<file path="src/owcp_pkg.sv">
// Shared types and constants for the OLED waveform column plotter.
// Used by the front, job queue, back and top-level modules.
package owcp_pkg;

	localparam int NUM_COLUMNS = 128;
	localparam int COL_AW      = $clog2(NUM_COLUMNS);
	localparam int COL_W       = 7;
	localparam int SAMPLE_W    = 8;
	localparam int PAGE_W      = 3;
	localparam int FIFO_DEPTH  = 4;
	localparam int FIFO_AW     = $clog2(FIFO_DEPTH);

	localparam logic [7:0] CMD_PAGE_BASE = 8'hB0;
	localparam logic [7:0] CMD_COL_HIGH  = 8'h10;
	localparam logic [7:0] NIBBLE_MASK   = 8'h0F;
	localparam logic [7:0] MASK_TOP      = 8'h80;
	localparam logic [7:0] ERASE_BYTE    = 8'h00;
	localparam logic [5:0] SAMPLE_MAX    = 6'd63;

	// One classified sample, handed from the front to the back.
	typedef struct packed {
		logic [COL_W-1:0]  col;
		logic [PAGE_W-1:0] old_page;
		logic [PAGE_W-1:0] new_page;
		logic [7:0]        mask;
		logic              erase;
	} job_t;

endpackage

</file>
<file path="src/owcp_front.sv">
// Front end: accepts samples, maps them to page and mask, and classifies
// them against the per-column page store. Depends on owcp_pkg.
module owcp_front (
	input  logic                          clk,
	input  logic                          arst_n,
	input  logic                          push,
	output logic                          full,
	input  logic [owcp_pkg::COL_W-1:0]    column,
	input  logic [owcp_pkg::SAMPLE_W-1:0] sample,
	output logic                          job_valid,
	output owcp_pkg::job_t                job,
	input  logic                          job_full
);
	import owcp_pkg::*;

	logic                s1_valid_q;
	logic [COL_W-1:0]    col_s1;
	logic [PAGE_W-1:0]   page_s1;
	logic [7:0]          mask_s1;
	logic                in_range_s1;

	logic [PAGE_W-1:0]   page_mem_q [NUM_COLUMNS];
	logic [NUM_COLUMNS-1:0] written_q;
	logic [PAGE_W-1:0]   rd_page_q;
	logic                rd_written_q;
	logic                fwd_hit_q;
	logic [PAGE_W-1:0]   fwd_page_q;

	logic                accept;
	logic                drain;
	logic                wr_en;
	logic [COL_AW-1:0]   rd_idx;
	logic [COL_AW-1:0]   wr_idx;
	logic [5:0]          smp_sat;
	logic [PAGE_W-1:0]   old_page;

	assign smp_sat = (sample > SAMPLE_W'(SAMPLE_MAX)) ? SAMPLE_MAX : sample[5:0];
	assign rd_idx  = COL_AW'(column);
	assign wr_idx  = COL_AW'(col_s1);

	// The stage empties when its item is pushed to the queue or dropped.
	assign drain  = s1_valid_q && (!in_range_s1 || !job_full);
	assign wr_en  = drain && in_range_s1;
	assign full   = s1_valid_q && !drain;
	assign accept = push && !full;

	// A write landing on the same edge as the read is forwarded.
	assign old_page = fwd_hit_q ? fwd_page_q : (rd_written_q ? rd_page_q : '0);

	assign job_valid    = wr_en;
	assign job.col      = col_s1;
	assign job.old_page = old_page;
	assign job.new_page = page_s1;
	assign job.mask     = mask_s1;
	assign job.erase    = (old_page != page_s1);

	always_ff @(posedge clk or negedge arst_n) begin
		if (!arst_n) begin
			s1_valid_q <= 1'b0;
			written_q  <= '0;
		end else begin
			if (accept) begin
				s1_valid_q <= 1'b1;
			end else if (drain) begin
				s1_valid_q <= 1'b0;
			end
			if (wr_en) begin
				written_q[wr_idx] <= 1'b1;
			end
		end
	end

	always_ff @(posedge clk) begin
		if (accept) begin
			col_s1       <= column;
			page_s1      <= ~smp_sat[5:3];
			mask_s1      <= MASK_TOP >> smp_sat[2:0];
			in_range_s1  <= (32'(column) < NUM_COLUMNS);
			rd_page_q    <= page_mem_q[rd_idx];
			rd_written_q <= written_q[rd_idx];
			fwd_hit_q    <= wr_en && (col_s1 == column);
			fwd_page_q   <= page_s1;
		end
		if (wr_en) begin
			page_mem_q[wr_idx] <= page_s1;
		end
	end

endmodule

</file>
<file path="src/owcp_fifo.sv">
// Short job queue between the front and the back.
// Depends on owcp_pkg for the job type and depth.
module owcp_fifo (
	input  logic           clk,
	input  logic           arst_n,
	input  logic           in_valid,
	input  owcp_pkg::job_t in_job,
	output logic           full,
	input  logic           pop,
	output owcp_pkg::job_t head,
	output logic           empty
);
	import owcp_pkg::*;

	job_t               jobs_q [FIFO_DEPTH];
	logic [FIFO_AW-1:0] wr_ptr_q;
	logic [FIFO_AW-1:0] rd_ptr_q;
	logic [FIFO_AW:0]   count_q;
	logic               do_push;
	logic               do_pop;

	assign full    = (count_q == (FIFO_AW+1)'(FIFO_DEPTH));
	assign empty   = (count_q == '0);
	assign do_push = in_valid && !full;
	assign do_pop  = pop && !empty;
	assign head    = jobs_q[rd_ptr_q];

	always_ff @(posedge clk or negedge arst_n) begin
		if (!arst_n) begin
			wr_ptr_q <= '0;
			rd_ptr_q <= '0;
			count_q  <= '0;
		end else begin
			if (do_push) begin
				wr_ptr_q <= wr_ptr_q + 1'b1;
			end
			if (do_pop) begin
				rd_ptr_q <= rd_ptr_q + 1'b1;
			end
			if (do_push && !do_pop) begin
				count_q <= count_q + 1'b1;
			end else if (do_pop && !do_push) begin
				count_q <= count_q - 1'b1;
			end
		end
	end

	always_ff @(posedge clk) begin
		if (do_push) begin
			jobs_q[wr_ptr_q] <= in_job;
		end
	end

endmodule

</file>
<file path="src/owcp_back.sv">
// Back end: steps through the erase and draw byte sequences of each job
// and holds the current byte in the output register. Depends on owcp_pkg.
module owcp_back (
	input  logic           clk,
	input  logic           arst_n,
	input  logic           job_empty,
	input  owcp_pkg::job_t job,
	output logic           job_pop,
	output logic           empty,
	input  logic           pop,
	output logic           is_data,
	output logic [7:0]     out_byte,
	output logic           last
);
	import owcp_pkg::*;

	typedef enum logic [1:0] {
		SLOT_PAGE   = 2'd0,
		SLOT_COL_LO = 2'd1,
		SLOT_COL_HI = 2'd2,
		SLOT_DATA   = 2'd3
	} slot_t;

	logic       out_valid_q;
	logic [7:0] byte_q;
	logic       is_data_q;
	logic       last_q;
	logic [2:0] cnt_q;

	logic       load;
	logic [2:0] pos;
	logic       draw;
	logic [7:0] nxt_byte;
	logic       nxt_is_data;
	logic       nxt_last;

	// Jobs without an erase start directly at the draw half.
	assign pos  = {cnt_q[2] | ~job.erase, cnt_q[1:0]};
	assign draw = pos[2];
	assign load = !job_empty && (!out_valid_q || pop);

	always_comb begin
		nxt_is_data = 1'b0;
		nxt_last    = 1'b0;
		case (slot_t'(pos[1:0]))
			SLOT_PAGE:   nxt_byte = CMD_PAGE_BASE |
				{5'b0, (draw ? job.new_page : job.old_page)};
			SLOT_COL_LO: nxt_byte = {1'b0, job.col} & NIBBLE_MASK;
			SLOT_COL_HI: nxt_byte = CMD_COL_HIGH | {5'b0, job.col[6:4]};
			SLOT_DATA: begin
				nxt_byte    = draw ? job.mask : ERASE_BYTE;
				nxt_is_data = 1'b1;
				nxt_last    = draw;
			end
			default:     nxt_byte = ERASE_BYTE;
		endcase
	end

	assign job_pop  = load && nxt_last;
	assign empty    = !out_valid_q;
	assign is_data  = is_data_q;
	assign out_byte = byte_q;
	assign last     = last_q;

	always_ff @(posedge clk or negedge arst_n) begin
		if (!arst_n) begin
			out_valid_q <= 1'b0;
			cnt_q       <= '0;
		end else begin
			if (load) begin
				out_valid_q <= 1'b1;
				cnt_q       <= nxt_last ? 3'd0 : cnt_q + 3'd1;
			end else if (pop) begin
				out_valid_q <= 1'b0;
			end
		end
	end

	always_ff @(posedge clk) begin
		if (load) begin
			byte_q    <= nxt_byte;
			is_data_q <= nxt_is_data;
			last_q    <= nxt_last;
		end
	end

endmodule

</file>
<file path="src/oled_waveform_column_plotter.sv">
// Top level of the OLED waveform column plotter.
// Instantiates owcp_front, owcp_fifo and owcp_back; depends on owcp_pkg.
//
//   Channel   Handshake            Payload
//   -------   ------------------   ------------------------------
//   samples   push / full          column[6:0], sample[7:0]
//   bytes     empty / pop          is_data, out_byte[7:0], last
//
// Each sample turns into four bytes (draw only) or eight bytes (erase of the
// old page, then draw). The output register moves one byte per cycle while
// pop takes it, so the byte port sets the rate.
// The first byte of a sample passes the front stage, the job queue and the
// output register before it is on the byte port.
// Reset clears the written flag of every column at once, so no clearing pass
// is needed and samples can be taken as soon as reset is released.
// A four-entry job queue lets the front keep accepting while pop stalls.
module oled_waveform_column_plotter (
	input  logic                          clk,
	input  logic                          arst_n,
	input  logic                          push,
	output logic                          full,
	input  logic [owcp_pkg::COL_W-1:0]    column,
	input  logic [owcp_pkg::SAMPLE_W-1:0] sample,
	output logic                          empty,
	input  logic                          pop,
	output logic                          is_data,
	output logic [7:0]                    out_byte,
	output logic                          last
);
	import owcp_pkg::*;

	// The front maps the sample to a page and bit mask, looks up the page
	// last drawn in that column (with forwarding from the write of the item
	// ahead), updates the store, and classifies the job as draw or
	// erase-plus-draw.
	logic job_valid;
	job_t front_job;
	logic job_full;

	// The back pulls jobs from the queue and walks through their bytes.
	job_t head_job;
	logic job_empty;
	logic job_pop;

	owcp_front u_front (
		.clk       (clk),
		.arst_n    (arst_n),
		.push      (push),
		.full      (full),
		.column    (column),
		.sample    (sample),
		.job_valid (job_valid),
		.job       (front_job),
		.job_full  (job_full)
	);

	owcp_fifo u_fifo (
		.clk      (clk),
		.arst_n   (arst_n),
		.in_valid (job_valid),
		.in_job   (front_job),
		.full     (job_full),
		.pop      (job_pop),
		.head     (head_job),
		.empty    (job_empty)
	);

	owcp_back u_back (
		.clk       (clk),
		.arst_n    (arst_n),
		.job_empty (job_empty),
		.job       (head_job),
		.job_pop   (job_pop),
		.empty     (empty),
		.pop       (pop),
		.is_data   (is_data),
		.out_byte  (out_byte),
		.last      (last)
	);

endmodule

</file>
<file path="config.mk">
export PLATFORM = sky130hd
export DESIGN_NAME = oled_waveform_column_plotter
export DESIGN_NICKNAME = d
export VERILOG_FILES = /design/src/owcp_pkg.sv /design/src/owcp_front.sv /design/src/owcp_fifo.sv /design/src/owcp_back.sv /design/src/oled_waveform_column_plotter.sv
export SDC_FILE = /design/constraint.sdc
export NUM_CORES = 1
export LEC_CHECK = 0
export ABC_AREA = 1
export BUFFER_PORTS_ARGS = -buffer_cell sky130_fd_sc_hd__buf_2
export CAP_MARGIN = 15
export CORE_ASPECT_RATIO = 2
export CORE_MARGIN = 2
export CORE_UTILIZATION = 50
export CTS_BUF_LIST = sky130_fd_sc_hd__clkbuf_8
export CTS_CLUSTER_SIZE = 20
export DETAILED_ROUTE_END_ITERATION = 16
export PLACE_DENSITY_LB_ADDON = 0.05
export SLEW_MARGIN = 20
export SYNTH_ARGS = -nofsm -noshare
export SYNTH_HDL_FRONTEND = slang
export SYNTH_SLANG_ARGS = --single-unit
</file>
<file path="constraint.sdc">
create_clock -name clk -period 2.9 [get_ports clk]
set_input_delay 0.58 -clock clk [delete_from_list [all_inputs] [get_ports clk]]
set_output_delay 0.58 -clock clk [all_outputs]
set_load 0.05 [all_outputs]
</file>
==> run_results.csv, run 1 <==
group,metric,value,unit
place,hpwl,45570,um
grt,first_global_vias,18750,
cells_and_area,most_common_cell_after_layout_fill_and_taps_aside,"nand2_1",
cells_and_area,final_layout_size_suffix_gt1_share,15.00,%
synthesis,synthesis.nets,2435,
worst_setup_path,setup_cp_type,"reg2reg",
power_and_ir_drop,total_power,0.02315,W
clock_network,cts_max_path_buffers,3,
place,place.port_buffers,30,
timing,skew,26.72,ps
synthesis,yosysUniqueCellTypes,37,
grt,initial_antenna_violation_count,2,
die,die_h,334.5,um
clock_network,cts-buffers-inserted,89,
timing,max_clock_freq,419.0,MHz
routing,firstDrtPassIters,7,
clock_network,clkSinkCount,648,
clock_network,post_cts_resized,0,
synthesis,synth_warnings,0,
worst_setup_path,worstPathMaxFanout,8,
worst_setup_path,critical_path_required,3450,ps
clock_network,cts.root.buffer_cell,"clkbuf_8",
timing,tightestPinTransition,821.6,ps
worst_setup_path,worst_setup_path_end_kind,"flip-flop",
min_path,min-delay-path-class,"in2reg",
power_and_ir_drop,clock_power_share,29.2,%
timing,timing.final.setup_violations,0,
die,fp.dieW,169.3,um
grt,wire_length_of_the_first_global_routing_pass,110700,um
synthesis,syn_area_per_cell,11.35,sq um
flow_run,cap_viol_max_count,0,
routing,route.vias.total,18380,
routing,drtAntennaViolNets,0,
clock_network,cts_tree,"yes",
power_and_ir_drop,seqPwrFrac,51.7,%
routing,routed_wirelength,73540,um
routing,detail_route.vias_per_cell,5.687,
timing,relSlewSlack,45.23,%
worst_setup_path,kind_of_launch_point_of_the_worst_setup_path,"flip-flop",
die,die_area,56620,sq um
die,core.rowCount,121,
power_and_ir_drop,switching_share,30.22,%
grt,grt_util_all_layers,26.26,%
die,initial_util,50.39,%
clock_network,worst_skew_pair.late_latency,680,ps
place,place_congestion,0.8462,
timing,finalCriticalPeriod,2387,ps
cells_and_area,area.growth.synth_to_final,9.887,%
cells_and_area,final_cell_count_no_fill,3231,
timing,period_share,82.30,%
die,ios,31,
clock_network,cts.reportedPaths.clkPinSlew,70,ps
synthesis,netlist_area,27310,sq um
timing,totalNegativeSetupSlack,0,ps
routing,drt_drc_violations_left,0,
timing,report.final.hold_viol_count,0,
synthesis,synth-seq-cells,648,
cells_and_area,design.final.nets,2508,
clock_network,cts_htree_levels,3,
die,design.core.area,54200,sq um
routing,drtIter0Drc,1608,
worst_setup_path,worst_ep_arrival_time,2940,ps
power_and_ir_drop,power_density,771.5,nW/um^2
grt,gr-total-overflow,0,
power_and_ir_drop,power_leakage,11.79,nW
power_and_ir_drop,combPwrFrac,19.0,%
synthesis,synth_seq_area_share,68.69,%
power_and_ir_drop,ir_drop,0.2920,mV
place,dp_cells,3063,
place,placement.cell_area,28300,sq um
synthesis,synthesis.instances,2406,
power_and_ir_drop,cellInternalPower,0.01616,W
cells_and_area,final_cell_mix,"657 x nand2_1, 508 x edfxtp_1, 469 x nand3_1, 140 x dfrtp_1, 124 x nor2_1",
status,status,"finished clean",
grt,maximum_number_of_pins_on_one_net_before_global_route_repair,78,
power_and_ir_drop,switchingPower,0.006997,W
routing,wl_per_cell,22.76,um
timing,timing.final.max_slew_violations,0,
cells_and_area,design_area,30010,sq um
timing,rsz_0062_raised_after_global_routing,"false",
## critical path, cell delays in order (launching register included)
cell     delay, ps
dfrtp_1        390
buf_4          170
nor2_1         100
o21ai_1         80
a21oi_2        260
nor2_1         170
nand2_1        110
ha_1           150
inv_1           70
fa_1           370
a21oi_1        140
o21ai_0        110
xor2_1         150
## through the flow
step	worst slack [ps]	hold slack (ps)	utilization (%)
finish	513.4	89.83	55.37
global route	310.5	85.79	55.37
CTS	484.6	52.87	55.36
detailed placement	288.2	450.9	52.21
global placement	277.6	445.9	52.21
floorplan	122.6	284.4	-
## cell type report
type                    count  area, sq um
diodes                      1        2.502
clock buffers             103         1418
clock inverters            63        281.5
fillers                  4774        24190
inverters                  42        172.7
multi-input cells        1582         7516
flip-flops and latches    648        18760
well taps                 676        845.8
repair buffers            116         1016
## cells in the mapped netlist (all sizes together)
| library cell | n | area (sq um) |
|---|---|---|
| mux2 | 1 | 11.26 |
| o21ai | 51 | 255.3 |
| a211o | 1 | 8.760 |
| xor2 | 3 | 26.28 |
| nand4 | 11 | 188.9 |
| ha | 9 | 112.6 |
| nand2 | 660 | 2490 |
| clkbuf | 23 | 86.33 |
| a31oi | 3 | 18.77 |
| a21oi | 8 | 43.79 |
| a211oi | 1 | 7.510 |
| o21a | 1 | 7.510 |
| nand3 | 469 | 2347 |
| inv | 42 | 167.7 |
| nor2 | 207 | 974.7 |
| fa | 1 | 20.02 |
| o22ai | 21 | 131.4 |
| nor4 | 1 | 6.260 |
| xnor2 | 7 | 61.31 |
| or2 | 127 | 794.5 |
| edfxtp | 508 | 15250 |
| dfrtp | 140 | 3503 |
| buf | 111 | 792.0 |
## power by group through the flow
stage | Sequential (W) | Combinational [W] | Clock [W]
after global placement | 0.0121 | 0.00438 | 0
final | 0.0120 | 0.00440 | 0.00677
after global routing | 0.0121 | 0.00483 | 0.00727
after floorplan | 0.0123 | 0.00265 | 0
after detailed placement | 0.0122 | 0.00445 | 0
after CTS | 0.0120 | 0.00447 | 0.00689
## what timing repair did
action | 4_1_cts | 5_1_grt
endpoints found under the setup margin | 0 | 0
setup buffers | 0 | 0
hold buffers | 1 | 0
hold endpoints to repair | 45 | 0
## state kept, by name (all words and copies together) (netlist names), 7 cells and up
name                count
u_front.written_q     128
u_front.mask_s1         8
u_front.col_s1          7
u_fifo.jobs_q          88
u_front.page_mem_q    384
u_back.out_byte         8
## kinds of logic after synthesis
family | share of synthesized area [%]
AOI/OAI and AO/OA | 1.732
and+or+nand+nor | 24.90
buffers and inverters | 3.830
DFF | 68.69
adders and majority gates | 0.4856
muxes | 0.04123
xor gates and xnor gates | 0.3207
## worst paths after layout
check,endpoint,from,depth (start not counted),slack (ps)
setup / recovery,u_fifo.count_q[2]$_DFFE_PN0P_,u_fifo.rd_ptr_q[1]$_DFFE_PN0P_,12,510
hold / removal,u_back.out_valid_q$_DFFE_PN0P_,pop,2,90
setup reg to reg,u_fifo.count_q[2]$_DFFE_PN0P_,u_fifo.rd_ptr_q[1]$_DFFE_PN0P_,12,510
hold reg to reg,u_front.written_q[78]$_DFFE_PN0P_,u_front.written_q[78]$_DFFE_PN0P_,1,460
max in group asynchronous,u_front.written_q[96]$_DFFE_PN0P_,arst_n,3,1710
min in group asynchronous,u_back.out_valid_q$_DFFE_PN0P_,arst_n,2,450
## per-layer routing
layer	global-route usage (%)	wire length (um)	part of all wire, %	vias to the layer above
li1	-	-	-	8438
met5	0	13	0.018	-
met3	3.918	3720	5.1	176
met2	48.28	39520	54	602
met4	12.17	3279	4.5	2
met1	29.71	27000	37	9158
Power figures use the tool's default switching activity.
==> inputs of run 2 (changes only) <==
==> constraint.sdc (replaced) <==
create_clock -name clk -period 2.25 [get_ports clk]
set_input_delay 0.45 -clock clk [delete_from_list [all_inputs] [get_ports clk]]
set_output_delay 0.45 -clock clk [all_outputs]
set_load 0.05 [all_outputs]
==> run_results.csv, run 2 (synthesized netlist as in run 1, its figures left out) <==
group,metric,value,unit
grt,first_global_vias,18920,
worst_setup_path,worst_r2r_endpoint,"u_front.page_mem_q[125][1]$_DFFE_PP_",
die,initial_util,50.39,%
routing,drtAntennaViolNets,0,
cells_and_area,final_cell_mix,"656 x nand2_1, 508 x edfxtp_1, 469 x nand3_1, 139 x dfrtp_1, 119 x nor2_1",
grt,grt_util_all_layers,26.17,%
clock_network,cts.root.buffer_cell,"clkbuf_8",
cells_and_area,final_layout_size_suffix_gt1_share,17.32,%
routing,detail_route.vias_per_cell,5.557,
die,ios,31,
die,die_h,334.5,um
timing,rsz_0062_raised_after_global_routing,"false",
power_and_ir_drop,switchingPower,0.009007,W
cells_and_area,filler_cell_count,4581,
power_and_ir_drop,power_density,987.7,nW/um^2
cells_and_area,design_area,30830,sq um
clock_network,worst_skew_pair.late_latency,690,ps
grt,wire_length_of_the_first_global_routing_pass,110400,um
worst_setup_path,critical_path_required,2600,ps
worst_setup_path,setup_cp_type,"reg2reg",
place,place_congestion,0.8641,
worst_setup_path,r2r-start,"u_fifo.count_q[0]$_DFFE_PN0P_",
timing,timing.final.max_slew_violations,0,
min_path,min-delay-path-class,"in2reg",
routing,drtIter0Drc,1470,
grt,initial_antenna_violation_count,1,
worst_setup_path,worstPathMaxFanout,8,
power_and_ir_drop,combPwrFrac,19.8,%
timing,tightestPinTransition,725.0,ps
timing,max_clock_freq,460.5,MHz
routing,route.vias.total,18230,
power_and_ir_drop,switching_share,29.58,%
min_path,timing.hold.worst_path_depth,2,
routing,drt_drc_violations_left,0,
grt,gr-total-overflow,0,
timing,finalCriticalPeriod,2172,ps
power_and_ir_drop,ir_drop,0.5048,mV
status,status,"finished clean",
cells_and_area,design.final.nets,2564,
die,die_area,56620,sq um
power_and_ir_drop,seqPwrFrac,50.6,%
die,design.core.area,54200,sq um
worst_setup_path,worstSetupEndpoint,"u_front.page_mem_q[125][1]$_DFFE_PP_",
clock_network,cts_tree,"yes",
routing,routed_wirelength,72710,um
cells_and_area,area.growth.synth_to_final,12.89,%
routing,wl_per_cell,22.16,um
timing,skew,24.92,ps
place,place.port_buffers,30,
timing,period_share,96.52,%
cells_and_area,most_common_cell_after_layout_fill_and_taps_aside,"nand2_1",
clock_network,cts-buffers-inserted,90,
power_and_ir_drop,clock_power_share,29.6,%
timing,relSlewSlack,51.66,%
timing,timing.final.setup_violations,0,
grt,maximum_number_of_pins_on_one_net_before_global_route_repair,100,
place,hpwl,46270,um
clock_network,cts_max_path_buffers,3,
worst_setup_path,worst_setup_path_end_kind,"flip-flop",
cells_and_area,largest-register,"u_front.page_mem_q",
worst_setup_path,cp-startpoint,"u_fifo.count_q[0]$_DFFE_PN0P_",
worst_setup_path,kind_of_launch_point_of_the_worst_setup_path,"flip-flop",
clock_network,cts_htree_levels,3,
timing,report.final.hold_viol_count,0,
power_and_ir_drop,cellInternalPower,0.02144,W
routing,firstDrtPassIters,5,
cells_and_area,biggestRegsByFlops,"u_front.page_mem_q: 384 flops, u_front.written_q: 128 flops, u_fifo.jobs_q: 88 flops",
clock_network,cts.reportedPaths.clkPinSlew,70,ps
die,core.rowCount,121,
power_and_ir_drop,power_leakage,12.14,nW
worst_setup_path,reg2reg_setup_slack,80,ps
worst_setup_path,r2r_cell_count,8,
worst_setup_path,worst_ep_arrival_time,2520,ps
clock_network,clkSinkCount,648,
place,placement.cell_area,28880,sq um
timing,totalNegativeSetupSlack,0,ps
cells_and_area,largest_register_ffs,384,
die,fp.dieW,169.3,um
flow_run,cap_viol_max_count,0,
[run 2: cell count changes in the layout (fill, tap and decap cells not counted), moves of 3 or more]
cell	delta
dlygate4sd3_1	+3
nor2_2	+4
bufinv_16	+3
clkinv_1	+5
buf_12	+23
buf_4	+30
nor2_1	-5
inv_1	-16
[run 2: layout make-up]
cell class | instances | area [sq um] | share of cell area, %
Inverter | 42 | 172.7 | 0.5601
Tap cell | 676 | 845.8 | 2.744
Multi-Input combinational cell | 1582 | 7546 | 24.48
Clock inverter | 57 | 345.3 | 1.120
Clock buffer | 104 | 1431 | 4.643
Antenna cell | 1 | 2.502 | 0.008117
Timing Repair Buffer | 171 | 1727 | 5.601
Sequential cell | 648 | 18760 | 60.85
[run 2: worst min-delay path by stage]
stage | start | endpoint
floorplan | arst_n | u_back.cnt_q[0]$_DFFE_PN0P_
global placement | arst_n | u_fifo.wr_ptr_q[0]$_DFFE_PN0P_
detailed placement | arst_n | u_fifo.wr_ptr_q[0]$_DFFE_PN0P_
CTS | sample[5] | u_front.page_s1[2]$_DFFE_PP_
global route | sample[5] | u_front.page_s1[2]$_DFFE_PP_
finish | sample[5] | u_front.page_s1[2]$_DFFE_PP_
[run 2: power by group through the flow]
stage	logic [W]	registers, W	clock network, W
floorplan	0.00342	0.0159	0
global placement	0.00593	0.0156	0
detailed placement	0.00602	0.0156	0
CTS	0.00605	0.0154	0.00925
global route	0.00663	0.0155	0.00972
finish	0.00602	0.0154	0.00902
[run 2: per-layer routing]
metal,vias to the layer above,GRT usage (%),share of wire (%)
li1,8528,-,-
met1,9016,29.61,37
met2,526,47.76,54
met3,162,3.552,4.5
met4,0,13.40,4.6
met5,-,0,0
[run 2: what timing repair did]
item	in CTS	in global routing
endpoints found under the hold margin	39	0
hold buffers	4	0
gates resized for setup	1	10
pin swaps	0	1
setup endpoints to repair	1	44
buffers inserted	0	10
[run 2: worst max-delay path: stages, from the launching register on]
cell,delay (ps)
dfrtp_1,480
nor2_4,70
nand2_2,80
nand2_4,50
inv_2,140
buf_12,160
nand4_4,310
buf_12,300
nor2_1,250
[run 2: per-stage QoR]
step                power (W)  setup slack [ps]  cells  hold slack (ps)  utilization (%)
finish                0.03045             78.22   3281            54.70            56.88
global route          0.03190             3.148   3281            37.55            56.88
CTS                   0.03070             7.300   3270            5.337            56.64
detailed placement    0.02165            -76.70   3105            430.2            53.29
global placement      0.02152            -52.56   3105            424.2            53.29
floorplan             0.01933            -232.0   2406            154.4                -
